<file path="src/rtl/srsw_pkg.sv">
`timescale 1ns / 1ps
// srsw_pkg: shared types and constants for the selective-repeat sender window.
// No dependencies.
package srsw_pkg;

    localparam int MAX_PACKETS_DEF = 1024;
    localparam int MAX_WINDOW_DEF  = 32;

    localparam int IDX_W      = 10;   // packet index / total_packets
    localparam int SEQ_W      = 11;   // ack sequence number
    localparam int BASE_W     = 11;   // window base, scan pointer (reaches 1024)
    localparam int WIN_W      = 6;    // window_size register
    localparam int TIMER_W    = 8;    // retry timer / timeout_ticks
    localparam int CFG_IDX_W  = 2;
    localparam int CFG_DATA_W = 10;

    // configuration register indexes
    localparam logic [CFG_IDX_W-1:0] REG_TOTAL   = 2'd0;
    localparam logic [CFG_IDX_W-1:0] REG_WINDOW  = 2'd1;
    localparam logic [CFG_IDX_W-1:0] REG_TIMEOUT = 2'd2;

    // input mode codes
    localparam logic MODE_TICK = 1'b0;
    localparam logic MODE_ACK  = 1'b1;

    typedef struct packed {
        logic               acked;
        logic [TIMER_W-1:0] timer;
    } t_entry;

    typedef struct packed {
        logic [IDX_W-1:0]   total;
        logic [WIN_W-1:0]   window;
        logic [TIMER_W-1:0] timeout;
    } t_cfg;

    typedef struct packed {
        logic              clearing;
        logic              finished;
        logic [BASE_W-1:0] base;
    } t_status;

endpackage

</file>
<file path="src/rtl/srsw_ctrl.sv">
`timescale 1ns / 1ps
// srsw_ctrl: sequencer for clear pass, ack marking, base advance and tick scan.
// Drives the entry store read-modify-write and the output register. Uses srsw_pkg.
module srsw_ctrl
    import srsw_pkg::*;
#(
    parameter int MAX_PACKETS = MAX_PACKETS_DEF,
    parameter int MAX_WINDOW  = MAX_WINDOW_DEF,
    parameter int AW          = $clog2(MAX_PACKETS)
) (
    input  logic             i_clk,
    input  logic             i_rst_n,
    input  t_cfg             i_cfg,
    input  logic             i_in_valid,
    output logic             o_in_stall,
    input  logic             i_mode,
    input  logic [SEQ_W-1:0] i_ack_seq,
    output logic             o_out_valid,
    input  logic             i_out_stall,
    output logic [IDX_W-1:0] o_send_index,
    output logic             o_last,
    output logic             o_mem_we,
    output logic [AW-1:0]    o_mem_waddr,
    output t_entry           o_mem_wdata,
    output logic [AW-1:0]    o_mem_raddr,
    input  t_entry           i_mem_rdata,
    output t_status          o_status
);

    localparam logic [2:0] ST_CLEAR   = 3'd0;
    localparam logic [2:0] ST_IDLE    = 3'd1;
    localparam logic [2:0] ST_ADV_REQ = 3'd2;
    localparam logic [2:0] ST_ADV_CHK = 3'd3;
    localparam logic [2:0] ST_SCAN    = 3'd4;
    localparam logic [2:0] ST_FLUSH   = 3'd5;

    localparam int SPAN_W = $clog2(MAX_WINDOW + 1) > WIN_W ?
                            $clog2(MAX_WINDOW + 1) : WIN_W;
    localparam int SUM_W  = BASE_W + 1;

    logic [2:0]        r_state,      n_state;
    logic [AW-1:0]     r_clr,        n_clr;
    logic [BASE_W-1:0] r_base,       n_base;
    logic              r_finished,   n_finished;
    logic [BASE_W-1:0] r_ptr,        n_ptr;
    logic [BASE_W-1:0] r_end,        n_end;
    logic              r_hold_valid, n_hold_valid;
    logic [IDX_W-1:0]  r_hold_index, n_hold_index;
    logic              r_out_valid,  n_out_valid;
    logic [IDX_W-1:0]  r_out_index,  n_out_index;
    logic              r_out_last,   n_out_last;

    logic              out_free;
    logic [SEQ_W-1:0]  ack_idx;
    logic [SPAN_W-1:0] span;
    logic [SUM_W-1:0]  win_sum;
    logic [SUM_W-1:0]  win_lim;
    logic [BASE_W-1:0] total_ext;
    logic [BASE_W-1:0] scan_start;
    logic [BASE_W-1:0] scan_stop;
    logic              due;
    logic [BASE_W-1:0] ptr_inc;

    assign out_free  = !r_out_valid || !i_out_stall;
    assign total_ext = {1'b0, i_cfg.total};
    assign ack_idx   = i_ack_seq - SEQ_W'(1);
    assign ptr_inc   = r_ptr + BASE_W'(1);
    assign due       = !i_mem_rdata.acked && (i_mem_rdata.timer == '0);

    // scan range of a tick: data phase clips to window, data end and store depth;
    // terminator phase handles entry total_packets alone, if it is below MAX_PACKETS
    always_comb begin
        span = (32'(i_cfg.window) > MAX_WINDOW) ? SPAN_W'(MAX_WINDOW)
                                                : SPAN_W'(i_cfg.window);
        win_sum = SUM_W'(r_base) + SUM_W'(span);
        win_lim = (win_sum < SUM_W'(i_cfg.total)) ? win_sum : SUM_W'(i_cfg.total);
        if (32'(win_lim) > MAX_PACKETS) begin
            win_lim = SUM_W'(MAX_PACKETS);
        end
        if (r_base >= total_ext) begin
            scan_start = total_ext;
            scan_stop  = (32'(i_cfg.total) < MAX_PACKETS) ? total_ext + BASE_W'(1)
                                                          : total_ext;
        end else begin
            scan_start = r_base;
            scan_stop  = BASE_W'(win_lim);
        end
    end

    always_comb begin
        n_state      = r_state;
        n_clr        = r_clr;
        n_base       = r_base;
        n_finished   = r_finished;
        n_ptr        = r_ptr;
        n_end        = r_end;
        n_hold_valid = r_hold_valid;
        n_hold_index = r_hold_index;
        n_out_valid  = r_out_valid;
        n_out_index  = r_out_index;
        n_out_last   = r_out_last;
        o_mem_we     = 1'b0;
        o_mem_waddr  = AW'(r_ptr);
        o_mem_wdata  = '0;
        o_mem_raddr  = AW'(r_ptr);

        if (r_out_valid && !i_out_stall) begin
            n_out_valid = 1'b0;
        end

        case (r_state)
            ST_CLEAR: begin
                o_mem_we    = 1'b1;
                o_mem_waddr = r_clr;
                n_clr       = r_clr + AW'(1);
                if (r_clr == AW'(MAX_PACKETS - 1)) begin
                    n_state = ST_IDLE;
                end
            end
            ST_IDLE: begin
                if (i_in_valid && !r_finished) begin
                    if (i_mode == MODE_ACK) begin
                        if (i_ack_seq == '0) begin
                            n_finished = 1'b1;
                        end else begin
                            if (ack_idx <= total_ext && 32'(ack_idx) < MAX_PACKETS) begin
                                o_mem_we          = 1'b1;
                                o_mem_waddr       = AW'(ack_idx);
                                o_mem_wdata.acked = 1'b1;
                            end
                            n_state = ST_ADV_REQ;
                        end
                    end else begin
                        n_ptr       = scan_start;
                        n_end       = scan_stop;
                        o_mem_raddr = AW'(scan_start);
                        if (scan_start < scan_stop) begin
                            n_state = ST_SCAN;
                        end
                    end
                end
            end
            ST_ADV_REQ: begin
                o_mem_raddr = AW'(r_base);
                n_state     = ST_ADV_CHK;
            end
            ST_ADV_CHK: begin
                if (r_base <= total_ext && 32'(r_base) < MAX_PACKETS &&
                    i_mem_rdata.acked) begin
                    n_base      = r_base + BASE_W'(1);
                    o_mem_raddr = AW'(r_base + BASE_W'(1));
                end else begin
                    n_state = ST_IDLE;
                end
            end
            ST_SCAN: begin
                // a new send request pushes the held one out; wait for room
                if (!(due && r_hold_valid && !out_free)) begin
                    if (!i_mem_rdata.acked) begin
                        o_mem_we          = 1'b1;
                        o_mem_wdata.timer = due ? i_cfg.timeout
                                                : i_mem_rdata.timer - TIMER_W'(1);
                    end
                    if (due) begin
                        if (r_hold_valid) begin
                            n_out_valid = 1'b1;
                            n_out_index = r_hold_index;
                            n_out_last  = 1'b0;
                        end
                        n_hold_valid = 1'b1;
                        n_hold_index = IDX_W'(r_ptr);
                    end
                    n_ptr       = ptr_inc;
                    o_mem_raddr = AW'(ptr_inc);
                    if (ptr_inc == r_end) begin
                        n_state = ST_FLUSH;
                    end
                end
            end
            ST_FLUSH: begin
                if (!r_hold_valid) begin
                    n_state = ST_IDLE;
                end else if (out_free) begin
                    n_out_valid  = 1'b1;
                    n_out_index  = r_hold_index;
                    n_out_last   = 1'b1;
                    n_hold_valid = 1'b0;
                    n_state      = ST_IDLE;
                end
            end
            default: begin
                n_state = ST_IDLE;
            end
        endcase
    end

    always_ff @(posedge i_clk) begin
        if (!i_rst_n) begin
            r_state      <= ST_CLEAR;
            r_clr        <= '0;
            r_base       <= '0;
            r_finished   <= 1'b0;
            r_hold_valid <= 1'b0;
            r_out_valid  <= 1'b0;
        end else begin
            r_state      <= n_state;
            r_clr        <= n_clr;
            r_base       <= n_base;
            r_finished   <= n_finished;
            r_hold_valid <= n_hold_valid;
            r_out_valid  <= n_out_valid;
        end
    end

    always_ff @(posedge i_clk) begin
        r_ptr        <= n_ptr;
        r_end        <= n_end;
        r_hold_index <= n_hold_index;
        r_out_index  <= n_out_index;
        r_out_last   <= n_out_last;
    end

    assign o_in_stall        = (r_state != ST_IDLE);
    assign o_out_valid       = r_out_valid;
    assign o_send_index      = r_out_index;
    assign o_last            = r_out_last;
    assign o_status.clearing = (r_state == ST_CLEAR);
    assign o_status.finished = r_finished;
    assign o_status.base     = r_base;

endmodule

</file>
<file path="config.mk">
export PLATFORM = sky130hd
export DESIGN_NAME = srsw_ctrl
export DESIGN_NICKNAME = d
export VERILOG_FILES = /design/src/rtl/srsw_pkg.sv /design/src/rtl/srsw_ctrl.sv
export SDC_FILE = /design/constraint.sdc
export NUM_CORES = 1
export LEC_CHECK = 0
export ABC_AREA = 0
export CAP_MARGIN = 20
export CORE_MARGIN = 5
export CORE_UTILIZATION = 45
export DETAILED_ROUTE_END_ITERATION = 7
export DONT_BUFFER_PORTS = 1
export GPL_TIMING_DRIVEN = 0
export HOLD_SLACK_MARGIN = 0.05
export PLACE_DENSITY = 0.65
export SLEW_MARGIN = 20
export SYNTH_ARGS = -nofsm -noshare
export SYNTH_HDL_FRONTEND = slang
export SYNTH_SLANG_ARGS = --single-unit
</file>
<file path="constraint.sdc">
create_clock -name i_clk -period 10.3 [get_ports i_clk]
set_input_delay 1.03 -clock i_clk [delete_from_list [all_inputs] [get_ports i_clk]]
set_output_delay 1.03 -clock i_clk [all_outputs]
set_load 0.05 [all_outputs]
</file>
==> results of run 1 <==
-- synth_stat cells (all sizes together), types with 5 or more instances --
| cell | count | area share |
|---|---|---|
| a211o | 7 | 0.0096 |
| a211oi | 10 | 0.013 |
| a21o | 5 | 0.0059 |
| a21oi | 65 | 0.052 |
| and2 | 16 | 0.016 |
| and3 | 16 | 0.016 |
| buf | 18 | 0.018 |
| clkbuf | 19 | 0.011 |
| dfxtp | 27 | 0.085 |
| edfxtp | 43 | 0.20 |
| ha | 51 | 0.10 |
| inv | 42 | 0.025 |
| mux2 | 5 | 0.0089 |
| mux2i | 7 | 0.011 |
| nand2 | 52 | 0.031 |
| nand2b | 7 | 0.0069 |
| nand3 | 32 | 0.027 |
| nand4 | 14 | 0.016 |
| nor2 | 63 | 0.037 |
| nor2b | 12 | 0.012 |
| nor3 | 22 | 0.019 |
| nor4 | 7 | 0.0079 |
| o21a | 9 | 0.011 |
| o21ai | 36 | 0.028 |
| o22ai | 20 | 0.020 |
| o31ai | 6 | 0.0079 |
| or3 | 11 | 0.012 |
| xnor2 | 36 | 0.051 |
| xor2 | 24 | 0.033 |
-- cell families (layout without fill, tap and decap cells) --
family                   count (synthesis)  in the layout  synth area share
flip-flops                              70             70             0.288
adder cells (fa/ha/maj)                 52             52             0.103
AO/OA/AOI/OAI                          212            212             0.222
XOR/XNOR                                60             60            0.0838
other                                    1              1          0.000590
multiplexers                            12             12            0.0199
AND/OR/NAND/NOR                        272            272             0.228
buffers and inverters                   80             96            0.0541
-- sequential cells by signal, indices dropped and copies added, names as in the netlist --
| name | count |
|---|---|
| r_clr | 10 |
| r_finished | 1 |
| r_state | 3 |
| r_end | 11 |
| o_send_index | 10 |
| r_base | 11 |
| o_out_valid | 1 |
| o_last | 1 |
| r_ptr | 11 |
| r_hold_valid | 1 |
| r_hold_index | 10 |
-- power by group --
group	switching (uW)	internal (uW)	total, uW
Combinational	38.3	24.1	62.4
Sequential	1.32	296	297
Clock	120	210	330
Total	159	530	689
-- worst paths after layout --
| check | end | slack [ps] | start | cells after the start |
|---|---|---|---|---|
| setup / recovery | r_state[0]$_SDFFE_PN0P_ | 3810 | i_cfg[8] | 28 |
| hold / removal | o_send_index[8]$_DFFE_PP_ | 420 | r_hold_index[8]$_DFFE_PP_ | 0 |
| setup reg to reg | r_state[0]$_SDFFE_PN0P_ | 3810 | r_base[0]$_SDFFE_PN0P_ | 27 |
| hold reg to reg | o_send_index[8]$_DFFE_PP_ | 420 | r_hold_index[8]$_DFFE_PP_ | 0 |
-- routing by layer --
metal  part of all wire  wire length, um  global-route usage  up-vias
li1                   -                -                   -     2837
met1               0.41             8530               0.299     2875
met2               0.46             9560               0.407      273
met3              0.097             2000              0.0739       41
met4              0.025              513              0.0834        0
met5                  0                0                   0        -
-- per-stage QoR --
step / std cells / hold WS (ps) / cell area, sq um
after floorplan: 759 / 400 / 6360
final: 955 / 422 / 6960
after CTS: 954 / 423 / 6940
after global routing: 955 / 435 / 6960
after global placement: 939 / 405 / 6590
after detailed placement: 939 / 410 / 6630
-- worst reg2reg max path, stage by stage, from the launching register on --
cell and delay (ps):
dfxtp_1 600, ha_1 420, fa_1 460, a211oi_2 220, o21bai_1 110, a21oi_2 290
nor2_1 90, xnor2_1 220, inv_1 80, ha_1 200, a2111oi_0 370, o21ai_1 120
a21oi_1 130, a2bb2oi_1 110, nor4b_4 470, and2b_4 290, buf_6 160, nor3_2 60
a211o_1 260, ha_1 320, a21oi_1 140, o21ai_0 130, a211oi_1 250, o21ai_0 130
a21oi_1 230, o211a_1 190, o31ai_2 120, a32o_1 230
-- cell type report --
class	count	area [sq um]
clock inverter	6	87.6
fill	1351	6920
clock buffer	9	225
sequential	70	1830
timing repair buffer	1	7.51
inverter	43	161
buffer	37	184
tap	180	225
multi-input combinational	609	4240
==> reports/qor.csv, run 1 <==
metric,value,unit
status,completed,
Post-synth EDFFs,43,
worst-path maximum fanout,10,
yosys warns,0,
# resized after CTS,0,
via count,6026,
Routed WL,20600,um
depth of the CTS H-tree,3,
crit-path max cell delay,470,ps
VDD IR-drop max,77.2,uV
Mapped Cells,759,
Routed Antenna Nets,0,
# IOs,105,
fin crit period,6490,ps
Clk Tree Root Cell,clkbuf_16,
CTS Buf Count,9,
Rel. slew slack,0.197,
"most common cell after layout, fill and taps aside",a21oi_1,
area added between synthesis and finish,9.44,%
Avg Inst Size Synth,8.38,sq um
Final Hold Fails,0,
worst slew pin tran,1210,ps
final worst slack,3810,ps
cts hold-fix bufs,0,
Setup CP Type,in -> reg,
ant diodes,0,
register area share after synthesis,0.288,
Die Y,129,um
CP required,10530,ps
latest clock arrival within the worst-skew pair,340,ps
Final nets,872,
WP data arrival,6720,ps
largest net degree at the start of global routing,17,
gr usage total,0.244,
Top Family by Delay on Critical Path,compound AO/OA/AOI/OAI gates,
DRT iter0 DRCs,515,
period utilization,0.630,
#FFs+latches synth,70,
CTS sink cnt,70,
fraction of layout cells with a size suffix above 1,0.0968,
number of global-route vias before repair,5873,
asr flop ratio synth,0,
DR pass1 iterations,8,
Syn Nets,860,
Max Freq,154,MHz
most frequent cells in the layout,"a21oi_1 (64), nor2_1 (63), nand2_1 (52)",
core area,13900,sq um
Worst setup EP type,flop,
half-perimeter wire length after placement,16300,um
RSZ-0062 raised after global routing,no,
Die W,129,um
max-slew violations,0,
Setup WS pre-CTS,3490,ps
TNS Setup,0,ps
Core Rows,43,
Power Density,99.0,nW/um^2
total power,689,uW
IO buf count,0,
type of element launching the critical path,input pin,
TritonCTS clock tree,yes,
global-route wire length before repair,31600,um
final weighted congestion in routability-driven placement,0.972,
Leakage,0.00276,uW
"Setup violations, final",0,
mapped cell area,6360,sq um
Initial Utilization,0.458,
top_reg_cell synth,edfxtp_1,
Setup Skew,5.05,ps
CTS Buffer Depth,2,
setup bufs post-CTS,0,
synth unique cells,83,
gr ovfl total,0,
die area,16600,sq um
DRC viols,0,
CP max stage cell,nor4b_4,
Hold Path Class,reg -> reg,
initial antenna violation count,0,
DR WL/cell,21.6,um
clk slew on worst S/H paths,60,ps
Max-cap violations,0,
"Core Util, Final",0.502,
via/cell ratio,6.31,
Critical path buffers and inverters,2,
(Power assumes the default switching activity.)
==> inputs of run 2 (changes only) <==
- ABC_AREA: 0 -> 1
- PLACE_DENSITY: 0.65 -> 0.67
- clock period: 10.3 -> 5.62 ns (I/O delays scaled with it)
==> run 2 against run 1 <==
Net effect: clock power increased by 58%; sequential share of layout area is 0.86 points higher; hold slack got worse by 82 ps; sequential power is 83% higher; clock skew increased by 6.8 ps; cell area shrank 3.2%; setup slack worse by 3300 ps; synthesized cell count is 16% higher; critical path type is now reg -> reg.
==> reports/qor.csv, run 2 <==
metric,value,unit
reg2reg setup slack,530,ps
sink of the worst hold path,r_clr[3]$_SDFFE_PN0P_,
Routed WL,18900,um
status,completed,
TNS Setup,0,ps
type of element launching the critical path,flop,
Power Internal,879,uW
Register Area,1830,sq um
Setup CP Type,reg -> reg,
Final nets,994,
most frequent cells in the layout,"nand2_1 (208), inv_1 (115), a21oi_1 (70)",
register area share after synthesis,0.296,
CTS Buf Count,9,
Switching Share,0.256,
post-synthesis adder-cell area fraction,0.106,
most frequent CP cell,nand2_1,
R2R depth,29,
gr ovfl total,0,
crit-path max cell delay,820,ps
CP max stage cell,dfxtp_1,
top_reg_cell synth,edfxtp_1,
Rel. slew slack,0.273,
clk slew on worst S/H paths,60,ps
period utilization,0.905,
Routed Antenna Nets,0,
# IOs,105,
Top Registers,"r_base x11, r_end x11, r_ptr x11",
half-perimeter wire length after placement,15300,um
Die W,127,um
depth of the CTS H-tree,3,
Hold Path Class,in -> reg,
initial antenna violation count,0,
#FFs+latches synth,70,
Syn Nets,982,
most common cell in the netlist,nand2_1,
clock share of power,0.440,
Post-synth EDFFs,43,
xor and xnor area share after synthesis,0.0536,
Setup Skew,11.8,ps
Leakage,0.00290,uW
number of global-route vias before repair,5500,
fin crit period,5090,ps
fill count,1386,
Top Family by Delay on Critical Path,simple AND/OR/NAND/NOR gates,
Clk Tree Root Cell,clkbuf_16,
setup bufs post-CTS,0,
mux contribution to synthesized area,0,
"top cells by area, synth","edfxtp_1 (21%), nand2_1 (13%), ha_1 (10%)",
main combinational cell family by area after synthesis,simple AND/OR/NAND/NOR gates,
latest clock arrival within the worst-skew pair,340,ps
"Setup violations, final",0,
synth unique cells,47,
r2r endpoint,r_state[2]$_SDFFE_PN0P_,
cts hold-fix bufs,0,
DRC viols,0,
Synth Area in Compound Gates,0.173,
Comb power frac,0.099,
fraction of layout cells with a size suffix above 1,0.0880,
Final Hold Fails,0,
Seq pwr share,0.461,
"area leader, netlist",edfxtp_1,
RSZ-0062 raised after global routing,no,
WP data arrival,5290,ps
Core Rows,42,
via count,5945,
DR WL/cell,17.6,um
worst-path maximum fanout,10,
mapped cell area,6190,sq um
max-slew violations,0,
Power Density,175,nW/um^2
area added between synthesis and finish,8.89,%
Sw Pwr,302,uW
Synth top cells by count,"nand2_1 (208), inv_1 (115), a21oi_1 (70)",
ant diodes,0,
"most common cell after layout, fill and taps aside",nand2_1,
DRT iter0 DRCs,581,
core area,13300,sq um
IO buf count,0,
Die Y,127,um
Reg-to-Reg Start,r_base[2]$_SDFFE_PN0P_,
via/cell ratio,5.54,
worst slew pin tran,1090,ps
Mapped Cells,881,
# resized after CTS,0,
CP required,5820,ps
Hold Path Depth,2,
Initial Utilization,0.464,
footprint of the multi-input gates,3840,sq um
global-route wire length before repair,29400,um
largest net degree at the start of global routing,14,
die area,16200,sq um
Worst setup EP type,flop,
asr flop ratio synth,0,
Max-cap violations,0,
CTS Buffer Depth,2,
TritonCTS clock tree,yes,
yosys warns,0,
Critical path buffers and inverters,2,
CTS sink cnt,70,
post-synth top area share,0.209,
Max Freq,197,MHz
Avg Inst Size Synth,7.03,sq um
DR pass1 iterations,6,
gr usage total,0.230,
final weighted congestion in routability-driven placement,0.957,
Fin Hold WS,340,ps
min-delay src,i_rst_n,
Synth Area in Simple Gates,0.277,
VDD IR-drop max,148,uV
[run 2: cell types whose count changed in the layout (fill, tap and decap cells not counted), moves of 8 or more]
cell     before  now
xnor2_1      35   13
inv_2         1   10
o22ai_1      20    8
and2_1       16    0
o21a_1        9    0
and3_1       15    1
nand2_1      52  208
o21ai_0      33   60
or3_1         9    1
inv_1        41  115
nor2b_1      12    0
nand3_1      31   41
[run 2: metal layers]
metal  GRT usage  wire length (um)  part of all wire
met1       0.296              7950              0.42
met2       0.379              8790              0.47
met3      0.0488              1460             0.077
met4      0.0909               701             0.037
met5           0                 0                 0
[run 2: stage by stage]
stage	std cells	total power, uW	utilization	instance area [sq um]	setup WS [ps]
6_report	1074	1180	0.505	6740	534
4_1_cts	1074	1190	0.505	6740	533
3_3_place_gp	1057	669	0.480	6410	587
3_5_place_dp	1058	671	0.485	6470	548
2_1_floorplan	881	644	-	6190	1320
5_1_grt	1074	1230	0.505	6740	87.2
[run 2: area by class of cell]
| type | instances | share of cell area |
|---|---|---|
| clock inverters | 6 | 0.00594 |
| well taps | 176 | 0.0327 |
| repair buffers | 1 | 0.00111 |
| multi-input cells | 662 | 0.569 |
| clock buffers | 10 | 0.0340 |
| plain buffers | 22 | 0.0147 |
| inverters | 127 | 0.0707 |
| flip-flops and latches | 70 | 0.272 |
[run 2: worst max-delay path by stage]
stage	startpoint	to	slack, ps	cells after the start
3_5_place_dp	r_base[2]$_SDFFE_PN0P_	r_state[0]$_SDFFE_PN0P_	550	29
4_1_cts	r_base[2]$_SDFFE_PN0P_	r_state[0]$_SDFFE_PN0P_	530	29
6_report	r_base[2]$_SDFFE_PN0P_	r_state[2]$_SDFFE_PN0P_	530	29
3_3_place_gp	r_base[2]$_SDFFE_PN0P_	r_state[0]$_SDFFE_PN0P_	590	29
2_1_floorplan	i_cfg[12]	r_state[0]$_SDFFE_PN0P_	1320	32
5_1_grt	r_base[2]$_SDFFE_PN0P_	r_state[2]$_SDFFE_PN0P_	90	29
[run 2: kinds of logic (layout without fill, tap and decap cells)]
| family | count (synthesis) | after routing |
|---|---|---|
| AO/OA/AOI/OAI | 186 | 186 |
| XOR/XNOR | 37 | 37 |
| adder cells (fa/ha/maj) | 52 | 52 |
| buffers and inverters | 149 | 166 |
| flip-flops | 70 | 70 |
| other | 1 | 1 |
| AND/OR/NAND/NOR | 386 | 386 |
[run 2: worst reg2reg max path: cells and delay by family (launching register included)]
family / cells / cell delay [ps]
DFF: 1 / 820
and+or+nand+nor: 17 / 1700
AOI/OAI and AO/OA: 6 / 970
buffers and inverters: 2 / 290
xor gates and xnor gates: 1 / 260
adders and majority gates: 3 / 890
[run 2: power by group through the flow]
stage	logic, uW	clock network [uW]	registers, uW
detailed placement	117	0	555
global placement	114	0	555
floorplan	90.0	0	554
CTS	117	527	544
finish	117	520	544
global route	134	548	544
